[config.mk]
export PLATFORM = sky130hd
export DESIGN_NAME = fft_convolution_engine
export DESIGN_NICKNAME = d
export VERILOG_FILES = /design/src/hw/rtl/fce_pkg.sv /design/src/hw/rtl/fce_coef_mem.sv /design/src/hw/rtl/fft_convolution_engine.sv
export SDC_FILE = /design/constraint.sdc
export NUM_CORES = 1
export LEC_CHECK = 0
export CORE_ASPECT_RATIO = 0.5
export CORE_MARGIN = 2
export CORE_UTILIZATION = 50
export CTS_CLUSTER_SIZE = 20
export DETAILED_ROUTE_END_ITERATION = 6
export DONT_BUFFER_PORTS = 1
export GPL_ROUTABILITY_DRIVEN = 0
export PLACE_DENSITY = 0.73
export SETUP_SLACK_MARGIN = 0.3
export SYNTH_ARGS = -nofsm -noshare
export SYNTH_HDL_FRONTEND = slang
export SYNTH_SLANG_ARGS = --single-unit
[constraint.sdc]
create_clock -name clk -period 5.5 [get_ports clk]
set_clock_uncertainty 0.1 [all_clocks]
set_input_delay 0 -clock clk [delete_from_list [all_inputs] [get_ports clk]]
set_output_delay 0 -clock clk [all_outputs]
set_load 0.03 [all_outputs]
[src/hw/rtl/fce_pkg.sv]
package fce_pkg;
  localparam int MAX_LEN    = 32;
  localparam int MAX_POINTS = 64;
  localparam int AW         = 5;
  localparam int KW         = 6;
  localparam int CW         = 21;

  typedef struct packed {
    logic          wr_en;
    logic [AW-1:0] wr_addr;
    logic [7:0]    wr_a;
    logic [7:0]    wr_b;
    logic [AW-1:0] rd_a_addr;
    logic [AW-1:0] rd_b_addr;
  } mem_ctl_t;
endpackage

[src/hw/rtl/fce_coef_mem.sv]
module fce_coef_mem (
  input  logic              clk,
  input  fce_pkg::mem_ctl_t ctl,
  output logic [7:0]        rd_a,
  output logic [7:0]        rd_b
);
  import fce_pkg::*;

  logic [7:0] a_mem [MAX_LEN];
  logic [7:0] b_mem [MAX_LEN];

  always_ff @(posedge clk) begin
    if (ctl.wr_en) begin
      a_mem[ctl.wr_addr] <= ctl.wr_a;
      b_mem[ctl.wr_addr] <= ctl.wr_b;
    end
    rd_a <= a_mem[ctl.rd_a_addr];
    rd_b <= b_mem[ctl.rd_b_addr];
  end
endmodule

[src/hw/rtl/fft_convolution_engine.sv]
// Convolution of two signed 8-bit sequences, one coefficient pair per word on start.
// A word with in_last closes the run: busy rises and n = 2 * next power of two >= length
// results follow on out_valid, indices 0..n-1, out_last_out on the last. Words after the
// 32nd are dropped. Results are produced one at a time, each by stepping through the
// overlapping coefficient pairs via the single coefficient memory read port pair and one
// multiply-accumulate. The receiver cannot stall: results must be taken as they appear.
module fft_convolution_engine (
  input  logic                clk,
  input  logic                rst_n,
  input  logic                start,
  output logic                busy,
  input  logic signed [7:0]   in_a_value,
  input  logic signed [7:0]   in_b_value,
  input  logic                in_last,
  output logic                out_valid,
  output logic signed [20:0]  out_conv_value,
  output logic [5:0]          out_index,
  output logic                out_last_out
);
  import fce_pkg::*;

  typedef enum logic [1:0] {S_LOAD, S_MAC, S_EMIT} state_t;

  state_t         state_r;
  logic [KW-1:0]  cnt_r;
  logic [KW-1:0]  k_r, n_r;
  logic [KW-1:0]  i_r;
  logic           rd_vld_r;
  logic           rd_done_r;
  logic signed [CW-1:0] acc_r;
  mem_ctl_t       ctl;
  logic [7:0]     rd_a, rd_b;
  logic [KW-1:0]  j;
  logic [KW-1:0]  cnt_eff, pw;
  logic           take, inner_end, pair_ok;
  logic signed [15:0] prod;

  assign take = start && !busy;
  assign busy = (state_r != S_LOAD);
  assign j = k_r - i_r;
  assign pair_ok = (j < cnt_r) && (i_r < cnt_r);
  assign inner_end = (i_r == k_r) || (i_r + 6'd1 == cnt_r) || (i_r >= cnt_r) ||
                     (cnt_r == '0);
  assign prod = $signed(rd_a) * $signed(rd_b);

  always_comb begin
    cnt_eff = (take && cnt_r < KW'(MAX_LEN)) ? cnt_r + 6'd1 : cnt_r;
    if (cnt_eff <= 6'd1)       pw = 6'd2;
    else if (cnt_eff <= 6'd2)  pw = 6'd4;
    else if (cnt_eff <= 6'd4)  pw = 6'd8;
    else if (cnt_eff <= 6'd8)  pw = 6'd16;
    else if (cnt_eff <= 6'd16) pw = 6'd32;
    else                       pw = 6'd0;
  end

  always_comb begin
    ctl.wr_en     = take && (cnt_r < KW'(MAX_LEN));
    ctl.wr_addr   = cnt_r[AW-1:0];
    ctl.wr_a      = in_a_value;
    ctl.wr_b      = in_b_value;
    ctl.rd_a_addr = i_r[AW-1:0];
    ctl.rd_b_addr = j[AW-1:0];
  end

  fce_coef_mem u_mem (.clk(clk), .ctl(ctl), .rd_a(rd_a), .rd_b(rd_b));

  always_ff @(posedge clk) begin
    if (!rst_n) begin
      state_r   <= S_LOAD;
      cnt_r     <= '0;
      out_valid <= 1'b0;
      rd_vld_r  <= 1'b0;
      rd_done_r <= 1'b0;
    end else begin
      out_valid <= 1'b0;
      unique case (state_r)
        S_LOAD: begin
          if (take) begin
            cnt_r <= cnt_eff;
            if (in_last) begin
              n_r     <= pw - 6'd1;
              k_r     <= '0;
              i_r     <= '0;
              acc_r   <= '0;
              rd_vld_r <= 1'b0;
              rd_done_r <= 1'b0;
              state_r <= S_MAC;
            end
          end
        end
        S_MAC: begin
          if (!rd_done_r) begin
            rd_vld_r <= (cnt_r != '0) && pair_ok;
            if (inner_end) rd_done_r <= 1'b1;
            else i_r <= i_r + 6'd1;
          end else begin
            rd_vld_r <= 1'b0;
          end
          if (rd_vld_r) acc_r <= acc_r + CW'(prod);
          if (rd_done_r && !rd_vld_r) state_r <= S_EMIT;
        end
        S_EMIT: begin
          out_valid      <= 1'b1;
          out_conv_value <= acc_r;
          out_index      <= k_r;
          out_last_out   <= (k_r == n_r);
          if (k_r == n_r) begin
            cnt_r   <= '0;
            state_r <= S_LOAD;
          end else begin
            k_r       <= k_r + 6'd1;
            i_r       <= (k_r + 6'd1 >= cnt_r && cnt_r != '0) ?
                         KW'(k_r + 7'd2 - {1'b0, cnt_r}) : '0;
            acc_r     <= '0;
            rd_done_r <= 1'b0;
            state_r   <= S_MAC;
          end
        end
        default: state_r <= S_LOAD;
      endcase
    end
  end

  a_load_cap: assert property (@(posedge clk) disable iff (!rst_n)
    cnt_r <= KW'(MAX_LEN)) else $error("load count overflow");
  a_no_take_busy: assert property (@(posedge clk) disable iff (!rst_n)
    busy |-> !ctl.wr_en) else $error("write while busy");
  a_emit_once: assert property (@(posedge clk) disable iff (!rst_n)
    out_valid |=> !out_valid) else $error("back to back results");
endmodule

### After elaboration in Yosys (flattened, before gate mapping)

Memories as Yosys holds them, arrays and structs flattened. A register that Yosys moved wholly into a read port is not among the register bits.
Index checks and enable logic that the tools add are counted.

| operators by class | value |
|---|---|
| add/sub/neg operators | 8 |
| reductions and logical operators | 27 |
| multiplexer cells | 39 |
| $lt $le $gt $ge | 10 |
| $mul | 1 |
| equality and inequality tests | 13 |

Operators with widths:

| kind | count |
|---|---|
| $mux 6 | 15 |
| $mux 21 | 4 |
| $pmux 21 s3 | 1 |
| $pmux 6 s2 | 2 |
| $add 21x16->21 | 1 |
| $add 6x1->6 const B | 3 |
| $eq 6x6->1 | 3 |
| $pmux 6 s3 | 1 |
| $mul 8x8->16 | 1 |
| $ne 2x2->1 const B | 8 |
| $ge 6x6->1 | 2 |
| $lt 6x6->1 | 2 |
| $sub 6x6->6 | 2 |
| $mux 1 | 10 |
| $reduce_and 3->1 | 3 |
| $reduce_and 4->1 | 2 |
| $reduce_and 7->1 | 1 |
| $add 6x2->6 const B | 1 |
| $le 6x1->1 const B | 1 |
| $le 6x2->1 const B | 1 |
| $le 6x3->1 const B | 1 |
| $le 6x4->1 const B | 1 |
| $le 6x5->1 const B | 1 |
| $logic_and 1x1->1 | 6 |
| other kinds (18) | 25 |

| storage, ports and cells | value |
|---|---|
| bits of input ports | 20 |
| logic and storage cells | 112 |
| flip-flop bits (word level) | 78 |
| output and inout bits | 30 |
| memories kept | 2 |
| bits in writable memories | 512 |

Memories:

| memory | words | bits a word | rd ports | clocked after Yosys merged registers in | wr ports | RTL line | RTL |
|---|---|---|---|---|---|---|---|
| u_mem.a_mem | 32 | 8 | 1 | 1 | 1 | fce_coef_mem.sv:9 | `logic [7:0] a_mem [MAX_LEN];` |
| u_mem.b_mem | 32 | 8 | 1 | 1 | 1 | fce_coef_mem.sv:10 | `logic [7:0] b_mem [MAX_LEN];` |

### Depth between registers and ports, before layout

Gate-level depths: netlist of the first run.

| logic depth | value |
|---|---|
| word-level depth | 12 |
| mapped depth | 17 |
| gate-level depth less buffers | 17 |

### Cells and area by module

Synthesis of the first run repeated with hierarchy kept, for this count alone.

| second synthesis, totals | value |
|---|---|
| cells, all modules | 1534 |
| area total of the unflattened synthesis | 27760.4 um2 |

Modules (own cells, without submodules):

| module | area an instance (um2) | seq. area each (um2) | instances | cells an instance |
|---|---|---|---|---|
| fce_coef_mem | 19895.3 | 15695.1 | 1 | 788 |
| fft_convolution_engine | 7865.0 | 2202.1 | 1 | 746 |

### Worst setup path after synthesis of the first run

OpenSTA, ideal clock, no wires.

| timing path | value |
|---|---|
| kind | register to register |
| start | register u_mem.rd_a[7] (read register of u_mem.a_mem) |
| end | register acc_r[20] (data pin) |
| path slack | 0.052 ns |
| data required time | 5.140 ns |
| path buffers | 0 |
| setup time | 0.260 ns |
| data arrival time | 5.088 ns |
| cell stages (with the launch flop) | 16 |
| clock period less this slack | 5.448 ns |
| cells stage by stage | dfxtp_1 -> and2_1 -> inv_1 -> fa_1 -> inv_1 -> fa_1 -> fa_1 -> fa_1 -> fa_1 -> ha_1 -> o21ai_0 -> o21ai_1 -> a2111oi_2 -> nor3_1 -> nor3_1 -> nor3b_1 |

| between the ends | value |
|---|---|
| word-level cells in the longest chain between the ends | 4 |

RTL lines:

| what | RTL line | RTL |
|---|---|---|
| start, declared | fce_coef_mem.sv:4 | `output logic [7:0] rd_a,` |
| $mul 8x8->16 | fft_convolution_engine.sv:44 | `assign prod = $signed(rd_a) * $signed(rd_b);` |
| $add 21x16->21 | fft_convolution_engine.sv:99 | `if (rd_vld_r) acc_r <= acc_r + CW'(prod);` |
| $mux 21 | fft_convolution_engine.sv:99 |  |
| $pmux 21 s3 | fft_convolution_engine.sv:76 | `unique case (state_r)` |
| end signal, assigned | fft_convolution_engine.sv:99 |  |
| end, declared | fft_convolution_engine.sv:30 | `logic signed [CW-1:0] acc_r;` |

No other way between the ends. The select of a mux whose other input is x is not followed.
A chain may end at the register's enable or synchronous reset.

### Final worst setup path of the first run

| timing path | value |
|---|---|
| start | register u_mem.rd_b[1] (read register of u_mem.b_mem) |
| end | register acc_r[20] (data pin) |

| between the ends | value |
|---|---|
| word-level cells in the longest chain between the ends | 4 |

RTL lines:

| what | RTL line | RTL |
|---|---|---|
| start, declared | fce_coef_mem.sv:5 | `output logic [7:0] rd_b` |
| $mul 8x8->16 | fft_convolution_engine.sv:44 |  |
| $add 21x16->21 | fft_convolution_engine.sv:99 |  |
| $mux 21 | fft_convolution_engine.sv:99 |  |
| $pmux 21 s3 | fft_convolution_engine.sv:76 |  |

No other way between the ends. The select of a mux whose other input is x is not followed.

==> results of run 1 <==
==> worst max-delay path: stages (launching register included) <==
cell and delay, ns:
dfxtp_2 0.36, and2_1 0.27, buf_4 0.23, fa_1 0.51, inv_1 0.06, fa_1 0.50
inv_1 0.05, fa_1 0.55, fa_1 0.43, ha_1 0.29, ha_1 0.34, nand2_1 0.15
nor3_2 0.09, a2111oi_4 0.47, nor3_1 0.13, nor3_1 0.21, nor3b_1 0.08
==> final cells by class <==
class / instances / area (um2) / share of cell area (%)
Clock buffer: 59 / 1349 / 4.371
Clock inverter: 36 / 355.3 / 1.152
Multi-Input combinational cell: 801 / 9304 / 30.15
Inverter: 130 / 488.0 / 1.581
Sequential cell: 605 / 17900 / 58.03
Tap cell: 756 / 945.9 / 3.066
Timing Repair Buffer: 53 / 506.7 / 1.642
Antenna cell: 1 / 2.502 / 0.008110
==> sequential cells by signal, summed over array words and instances, names as in the netlist, 6 cells and up <==
name            cells
k_r                 6
cnt_r               6
out_conv_value     21
out_index           6
i_r                 6
u_mem.rd_a          8
u_mem.a_mem       256
u_mem.b_mem       256
acc_r              21
u_mem.rd_b          8
==> logic make-up after synthesis <==
kind of cell / count (synthesis) / share of synthesized area [%]
flip-flops: 605 / 64.34
AND/OR/NAND/NOR: 282 / 4.970
adder cells (fa/ha/maj): 183 / 10.77
XOR/XNOR: 49 / 1.570
buffers and inverters: 186 / 2.694
AO/OA/AOI/OAI: 132 / 3.194
multiplexers: 155 / 12.46
==> per-layer routing <==
metal,up-vias,wire (um)
met5,-,0
met4,0,1035
met3,72,4492
met2,582,29760
met1,7533,25360
li1,6191,-
==> timing repair <==
| item | in CTS | in global routing |
|---|---|---|
| buffers inserted | 0 | 0 |
| setup endpoints to repair | 3 | 6 |
| hold buffers | 26 | 0 |
| endpoints found under the hold margin | 570 | 0 |
| resized for setup | 3 | 13 |
| pin swaps | 0 | 2 |
==> synthesized netlist by cell type (2+ instances only) <==
cell	n
nand2_1	68
o31ai_1	3
buf_1	7
xnor2_1	35
and3_1	4
nor2b_1	15
buf_2	11
nand2b_1	5
mux4_2	149
a22oi_1	5
a21o_1	8
inv_1	126
a31oi_1	6
mux2_2	2
nand3_1	33
ha_1	89
nand4_1	9
o211a_1	9
buf_4	4
a21boi_1	6
o21bai_1	2
and2_1	49
buf_6	3
nor4_1	2
dfxtp_1	27
inv_2	3
mux4_1	3
clkbuf_1	31
or3_1	7
fa_1	94
o21ai_0	21
o21ai_1	10
xor2_1	13
o21a_1	5
nor3b_1	2
a211oi_1	6
o211ai_1	20
nor3_1	19
a21oi_1	22
nor2_1	63
edfxtp_1	578
==> worst max path at each step <==
stage               depth (start not counted)     startpoint        end
finish                                     16  u_mem.rd_b[1]  acc_r[20]
CTS                                        15  u_mem.rd_b[0]  acc_r[20]
global placement                           15  u_mem.rd_b[0]  acc_r[20]
detailed placement                         15  u_mem.rd_b[0]  acc_r[20]
floorplan                                  15  u_mem.rd_a[7]  acc_r[20]
global route                               16  u_mem.rd_b[1]  acc_r[20]
==> stage by stage <==
step | setup WS, ns | area (um2) | util (%)
3_5_place_dp | 0.1108 | 28800 | 52.12
2_1_floorplan | 0.3075 | 27820 | -
4_1_cts | 0.3217 | 30820 | 55.78
5_1_grt | 0.2674 | 30850 | 55.84
3_3_place_gp | 0.2662 | 28800 | 52.12
6_report | 0.4231 | 30860 | 55.84
==> impl_results.md, run 1 <==
* Status: completed
* Row count at 61
* Cells after Synth at 1592
* Total gr overflow at 0
* Die width at 337.6 um
* Initial core utilization at 50.34%
* Reg-to-Reg End: acc_r[20]
* Max FO, Critical Path at 9
* Clock tree buffer depth at 3
* RSZ-0062 raised after global routing: true
* Worst hold path depth at 3
* Root Driver: clkbuf_16
* Max-slew violation count at 0
* Ys async rst share at 0%
* Top_reg_cell synth: edfxtp_1
* Clock sinks at 605
* H-tree levels at 2
* WL per Instance at 24.85 um
* Clock latency on the worst-skew pair at 0.60 ns
* Layout cells sized above 1 at 18.17%
* R2R depth at 16
* Vias/cell at 5.890
* Critical Path Sink Type: flop
* Final WL at 60660 um
* Core Region at 55260 um2
* Max-Slew Margin vs Limit at 17.20%
* Vias in the first global route at 14.54k
* Estimated wirelength of the detail-placed design at 37630 um
* Io pins at 50
* Residual DRC at 0
* Worst hold margin at 0.07763 ns
* Period utilisation layout at 92.31%
* Worst Tran Pin Value at 1.238 ns
* Placed cells at 2319
* Hold_sp: in_last
* CP startpoint kind: flop
* Commonest non-fill, non-tap cell in the layout: edfxtp_1
* Average size of a mapped cell at 17.47 um2
* Die ar. at 57650 um2
* Max Fclk at 197.0 MHz
* Worst path required time at 5.72 ns
* Nets@finish at 1846
* Drt first pass iters at 5
* Post-synthesis register bit count at 605
* Total of fill cells in the finished design at 4217
* Area Growth Syn to Fin at 10.93%
* Yosys warning total at 0
* Hold Violations, Final at 0
* Met1 Usage GRT at 30.34%
* Setup TNS at 0 ns
* GRT Total Usage at 21.52%
* GRT Max-Usage Layer: met2
* Crit path DAT at 5.29 ns
* Num CTS Buffers at 52
* Yosys top cell area share at 62.40%
* Largest net degree at the start of global routing at 65
* Starting DRC count in detailed routing at 1430
* Register area share after synthesis at 64.34%
* Mapped cell area at 27820 um2
* RR Startpoint: u_mem.rd_b[1]
* Port Buf Inserts at 0
* First-pass GRT wire length at 91430 um
* R2R Setup Slk at 0.42 ns
* Area contributors post-synth: edfxtp_1, mux4_2, fa_1
* Met2 GRT Util at 35.59%
* Crit Path Class: flop to flop
* Post-synth cell types at 59
* Met3 Usage GRT at 3.854%
* Cell accounting for the most synthesized area: edfxtp_1
* Clock slew at reported path FFs at 0.08 ns
* Hold WC Path Type: primary input to flop
* Final Critical Period at 5.077 ns
* Final setup fails at 0
* Syn nets at 1795
* Initial antenna violation count at 0
* Die height at 170.8 um
* Post-synth EDFFs at 578
* Antenna Nets Post-Route at 0
* Hold path endpoint: rd_done_r
* Most frequent cells in the layout: edfxtp_1, mux4_2, inv_1
* CTS tree: built
* Non-filler instance count after layout at 2441
* Vias at 14.38k
* Max_cap viols at 0
Power of run 1 is not shown: default switching activity piles up to over one toggle a cycle in this logic, so the estimate is an artifact.
==> run 2, diff against run 1 <==
RECOVER_POWER = 100   (was unset)
SYNTH_HIERARCHICAL = 1   (was unset)
==> run 2 against run 1 <==
Compared with the run above:
- the flow now finishes with violations (max-capacitance violations, max-slew violations)
- fmax is 0.41% higher
- area after synthesis shrank 0.20%
- core utilization rose by 0.57 points
- largest cell class unchanged
==> impl_results.md, run 2 <==
* Max Fclk at 197.8 MHz (+0.41%)
* R2R Setup Slk at 0.44 ns (+0.02 ns)
* Port Buf Inserts at 0 (unchanged)
* Slowest-stage cell, CP: fa_1
* Hold Violations, Final at 0 (unchanged)
* Commonest non-fill, non-tap cell in the layout: edfxtp_1
* Register area share after synthesis at 64.47% (+0.13 points)
* Layout cells sized above 1 at 17.41% (-0.76 points)
* Syn nets at 1735 (-3.3%)
* Crit path DAT at 5.28 ns (about the same)
* Most frequent cells in the layout: edfxtp_1, mux4_2, inv_1
* Clock slew at reported path FFs at 0.06 ns (-0.02 ns)
* Top_reg_cell synth: edfxtp_1
* Area contributors post-synth: edfxtp_1, mux4_2, fa_1
* CP dominant cell by count: fa_1
* Area Growth Syn to Fin at 10.29%
* Post-CTS Setup Bufs at 0 (unchanged)
* Crit Path Class: flop to flop
* Final WL at 59890 um (-1.3%)
* Clock latency on the worst-skew pair at 0.60 ns (about the same)
* Cell accounting for the most synthesized area: edfxtp_1
* Worst Tran Pin Value at 2.076 ns (+0.8377 ns)
* Average size of a mapped cell at 18.10 um2 (+3.6%)
* RSZ-0062 raised after global routing: false
* Io pins at 50 (unchanged)
* Period utilisation layout at 91.93% (-0.37 points)
* Worst path required time at 5.72 ns (about the same)
* Core Region at 54280 um2 (-1.8%)
* Reg-to-Reg End: acc_r[17]
* Post-synth cell types at 55 (-6.8%)
* Clock tree buffer depth at 3 (unchanged)
* Top-count cell post-synth: edfxtp_1
* Antenna Nets Post-Route at 0 (unchanged)
* Cells after Synth at 1534 (-3.6%)
* Worst hold margin at 0.04822 ns (-0.02942 ns)
* Die width at 337.2 um (about the same)
* Max FO, Critical Path at 13 (+4)
* Total of fill cells in the finished design at 3970 (-5.9%)
* Drt first pass iters at 5 (unchanged)
* Die height at 170.6 um (about the same)
* Vias/cell at 5.957 (+1.1%)
* Row count at 60 (-1.6%)
* Nets@finish at 1811 (-1.9%)
* Mapped cell area at 27760 um2 (-0.20%)
* Crit path max-delay family: adder cells
* Worst hold path depth at 2 (-1)
* H-tree levels at 2 (unchanged)
* Status: finished, violations left
* Post-synth EDFFs at 578 (unchanged)
* Ys async rst share at 0% (unchanged)
* Critical Path Sink Type: flop
* Vias at 14.29k (-0.61%)
* Initial antenna violation count at 0 (unchanged)
* GRT Total Usage at 21.53% (about the same)
* Largest registers: u_mem/a_mem x256, u_mem/b_mem x256
* Num CTS Buffers at 53 (+1.9%)
* Max incr delay on CP at 0.57 ns (+0.02 ns)
* Max_cap viols at 12 (+12)
* Clock sinks at 605 (unchanged)
* Hold path endpoint: k_r[3]
* R2R depth at 13 (-3)
* Residual DRC at 0 (unchanged)
* RR Startpoint: u_mem/rd_a[7]
* Starting DRC count in detailed routing at 1625 (+14%)
* Buffers & Inverters on Critical Path at 1 (-2)
* Post-synthesis register bit count at 605 (unchanged)
* WL per Instance at 24.96 um (+0.47%)
* Final setup fails at 0 (unchanged)
* Synth top cells by count: edfxtp_1, mux4_2, inv_1, fa_1, ha_1
* Largest net degree at the start of global routing at 69 (+6.2%)
* Max-slew violation count at 240 (+240)
* Hold WC Path Type: primary input to flop
* Total gr overflow at 0 (unchanged)
* Vias in the first global route at 14.71k (+1.2%)
* Cell breakdown of the critical path: and2_2 -> buf_6 -> fa_1 -> fa_1 -> fa_1 -> fa_1 -> ha_1 -> ha_1 -> a2111o_1 -> nor2_1 -> o221ai_1 -> o31ai_1 -> mux2i_1
* Setup TNS at 0 ns (unchanged)
* Root Driver: clkbuf_16
* CTS tree: built
* Final Critical Period at 5.056 ns (-0.02060 ns)
* Estimated wirelength of the detail-placed design at 37140 um (-1.3%)
* Die ar. at 57540 um2 (-0.20%)
* Violated checks: max-capacitance violations, max-slew violations
* CP startpoint kind: flop
* Yosys warning total at 6 (+6)
* Initial core utilization at 51.15% (+0.81 points)
* Hold_sp: in_last
* First-pass GRT wire length at 91820 um (+0.42%)
* Max-Slew Margin vs Limit at -38.88% (-56 points)
* Yosys top cell area share at 62.52% (+0.13 points)
[run 2: cell families (layout without fill, tap and decap cells)]
group | Yosys count | after routing | synth area share, %
flip-flops | 605 | 605 | 64.47
multiplexers | 180 | 180 | 13.78
buffers and inverters | 169 | 289 | 2.542
other | 0 | 1 | 0
AO/OA/AOI/OAI | 115 | 115 | 2.686
AND/OR/NAND/NOR | 237 | 237 | 4.309
XOR/XNOR | 47 | 47 | 1.510
adder cells (fa/ha/maj) | 181 | 181 | 10.70
[run 2: layout make-up]
type	instances	area, um2	share of cell area (%)
sequential	605	17900	58.47
inverter	122	457.9	1.496
multi-input combinational	760	9254	30.22
antenna	1	2.502	0.008173
tap	744	930.9	3.040
clock buffer	72	1438	4.695
timing repair buffer	68	445.4	1.455
clock inverter	27	186.4	0.6089
[run 2: metrics by stage]
step           utilization, %  cell area, um2  std cells  worst slack (ns)
4_1_cts                 56.64           30740       2398            0.3054
3_3_place_gp            53.19           28870       2276            0.4514
2_1_floorplan               -           27760       1534            0.5386
3_5_place_dp            53.19           28870       2276            0.2134
6_report                56.41           30620       2399            0.4437
5_1_grt                 56.41           30620       2398            0.1624
[run 2: worst max path at each step]
stage                       start   endpoint  slack, ns  cells after the start
global route        u_mem/rd_a[7]  acc_r[20]       0.16                     16
global placement    u_mem/rd_b[0]  acc_r[14]       0.45                     13
CTS                 u_mem/rd_b[0]  acc_r[14]       0.31                     13
finish              u_mem/rd_a[7]  acc_r[17]       0.44                     13
floorplan           u_mem/rd_b[1]  acc_r[17]       0.54                     13
detailed placement  u_mem/rd_b[2]  acc_r[20]       0.21                     15
[run 2: timing repair]
action	4_1_cts	5_1_grt
setup endpoints to repair	2	6
hold buffers	23	0
hold endpoints to repair	576	0
gates resized for setup	2	24
[run 2: per-layer routing]
metal	global-route usage (%)	vias to the layer above	wire length, um
li1	-	6049	-
met1	31.80	7535	25720
met2	33.77	615	28130
met3	3.808	91	4920
met4	4.988	0	1112
met5	0	-	0
Power of run 2 is left out for the same reason.
==> run 3, diff against run 2 <==
CELL_PAD_IN_SITES_DETAIL_PLACEMENT = 0   (was unset)
CELL_PAD_IN_SITES_GLOBAL_PLACEMENT = 1   (was unset)
PLACE_DENSITY = 0.8   (was 0.73)
==> run 3 against run 2 <==
Compared with the run above:
- the run still ends with max-capacitance violations, max-slew violations left
- first-iteration DRC count down 5.5%
- core utilization up 0.060 points
- worst setup slack better by 0.019 ns
- wire length down 0.46%
- global-route usage down 0.16 points
- non-clock buffer count unchanged
- register-to-register slack better by 0.02 ns
- sequential cell count unchanged
- count of clock-buffer cells in the layout down 6
- fmax up 0.38%
- worst hold slack better by 0.16 ns
- critical endpoint is now acc_r[18]
==> impl_results.md, run 3 (same netlist as run 2, synthesis figures left out) <==
* Max Fclk at 198.5 MHz (+0.38%)
* Largest net degree at the start of global routing at 69 (unchanged)
* Crit Path Class: flop to flop
* Root Driver: clkbuf_16
* Die height at 170.6 um (unchanged)
* Drt first pass iters at 6 (+1)
* Diode count at 0 (-1)
* H-tree levels at 2 (unchanged)
* Hold WC Path Type: primary input to flop
* CP dominant cell by count: fa_1
* Max_cap viols at 5 (-7)
* Period utilisation layout at 91.59% (-0.35 points)
* Cell breakdown of the critical path: and2_2 -> fa_1 -> fa_1 -> fa_1 -> fa_1 -> ha_1 -> ha_1 -> o211ai_1 -> o21a_1 -> a211oi_4 -> o21ai_0 -> and3_1 -> nor3_1
* Io pins at 50 (unchanged)
* Vias/cell at 5.908 (-0.82%)
* CP startpoint kind: flop
* Initial core utilization at 51.15% (unchanged)
* WL per Instance at 24.90 um (-0.26%)
* Non-filler instance count after layout at 2394 (-0.21%)
* Most frequent cells in the layout: edfxtp_1, mux4_2, inv_1
* Estimated wirelength of the detail-placed design at 37890 um (+2.0%)
* Area Growth Syn to Fin at 10.41%
* Setup TNS at 0 ns (unchanged)
* Worst Tran Pin Value at 1.918 ns (-0.1572 ns)
* Critical Path Sink Type: flop
* Final Critical Period at 5.037 ns (-0.01913 ns)
* Pre-CTS WS at 0.2933 ns (+0.07988 ns)
* Residual DRC at 0 (unchanged)
* Antenna Nets Post-Route at 0 (unchanged)
* First-pass GRT wire length at 90640 um (-1.3%)
* Total gr overflow at 0 (unchanged)
* GRT Total Usage at 21.36% (-0.16 points)
* Core Region at 54280 um2 (unchanged)
* Initial antenna violation count at 2 (+2)
* Clock tree buffer depth at 3 (unchanged)
* Crit path max-delay family: adder cells
* Die ar. at 57540 um2 (unchanged)
* Worst path required time at 5.83 ns (+0.11 ns)
* Post-CTS Setup Bufs at 0 (unchanged)
* Commonest non-fill, non-tap cell in the layout: edfxtp_1
* Starting DRC count in detailed routing at 1536 (-5.5%)
* Status: finished, violations left
* CTS tree: built
* Crit path DAT at 5.37 ns (+0.09 ns)
* Row count at 60 (unchanged)
* Final WL at 59610 um (-0.46%)
* Largest registers: u_mem/a_mem x256, u_mem/b_mem x256
* Final Worst Setup Slack at 0.4628 ns (+0.01913 ns)
* Final setup fails at 0 (unchanged)
* Vias at 14.14k (-1.0%)
* Hold Violations, Final at 0 (unchanged)
* Buffers & Inverters on Critical Path at 0 (-1)
* Max incr delay on CP at 0.57 ns (about the same)
* Die width at 337.2 um (unchanged)
* Max-slew violation count at 134 (-44%)
* Vias in the first global route at 14.36k (-2.4%)
* Post-Place Cell Area at 28830 um2 (-0.13%)
* RSZ-0062 raised after global routing: true
* Clock slew at reported path FFs at 0.07 ns (about the same)
* Placed cells at 2276 (unchanged)
* Nets@finish at 1810 (-0.055%)
* Port Buf Inserts at 0 (unchanged)
* Max-Slew Margin vs Limit at -27.89% (+11 points)
* Layout cells sized above 1 at 16.85% (-0.56 points)
* Total of fill cells in the finished design at 4024 (+1.4%)
* Clock latency on the worst-skew pair at 0.61 ns (about the same)
* Final instance area at 30650 um2 (+0.11%)
* Max FO, Critical Path at 10 (-3)
* Violated checks: max-capacitance violations, max-slew violations
* Clock sinks at 605 (unchanged)
* Num CTS Buffers at 52 (-1.9%)
* Slowest-stage cell, CP: fa_1
==> run 3: routing by layer <==
metal / global-route usage (%) / part of all wire, % / vias to the layer above / wire [um]
li1: - / - / 6044 / -
met1: 31.99 / 44 / 7452 / 26150
met2: 33.78 / 47 / 566 / 28050
met3: 3.559 / 7.7 / 81 / 4577
met4: 3.766 / 1.4 / 0 / 837
met5: 0 / 0 / - / 0
==> run 3: worst paths after layout <==
check	start	to	slack, ns	cells past startpoint
setup / recovery	u_mem/rd_b[1]	acc_r[18]	0.46	13
hold reg to reg	acc_r[6]	out_conv_value[6]	0.36	0
hold / removal	rst_n	state_r[1]	0.21	2
setup reg to reg	u_mem/rd_b[1]	acc_r[18]	0.46	13
==> run 3: what timing repair did <==
| item | in CTS | in global routing |
|---|---|---|
| resized for setup | 3 | 16 |
| hold endpoints to repair | 559 | 0 |
| setup endpoints to repair | 1 | 6 |
| gates cloned | 0 | 0 |
| hold buffers | 23 | 0 |
==> run 3: final cells by class <==
type / instances / area (um2) / share of cell area [%]
clock inverter: 29 / 319.1 / 1.041
inverter: 122 / 460.4 / 1.502
clock buffer: 66 / 1375 / 4.486
timing repair buffer: 68 / 446.7 / 1.457
tap: 744 / 930.9 / 3.037
multi-input combinational: 760 / 9213 / 30.06
sequential: 605 / 17910 / 58.42
==> run 3: through the flow <==
stage,hold slack (ns),utilization [%]
6_report,0.2090,56.47
5_1_grt,0.2021,56.47
3_3_place_gp,0.0007527,53.12
4_1_cts,0.1772,56.69
3_5_place_dp,0.00007450,53.12
2_1_floorplan,-0.001131,-
Power of run 3 is left out for the same reason.
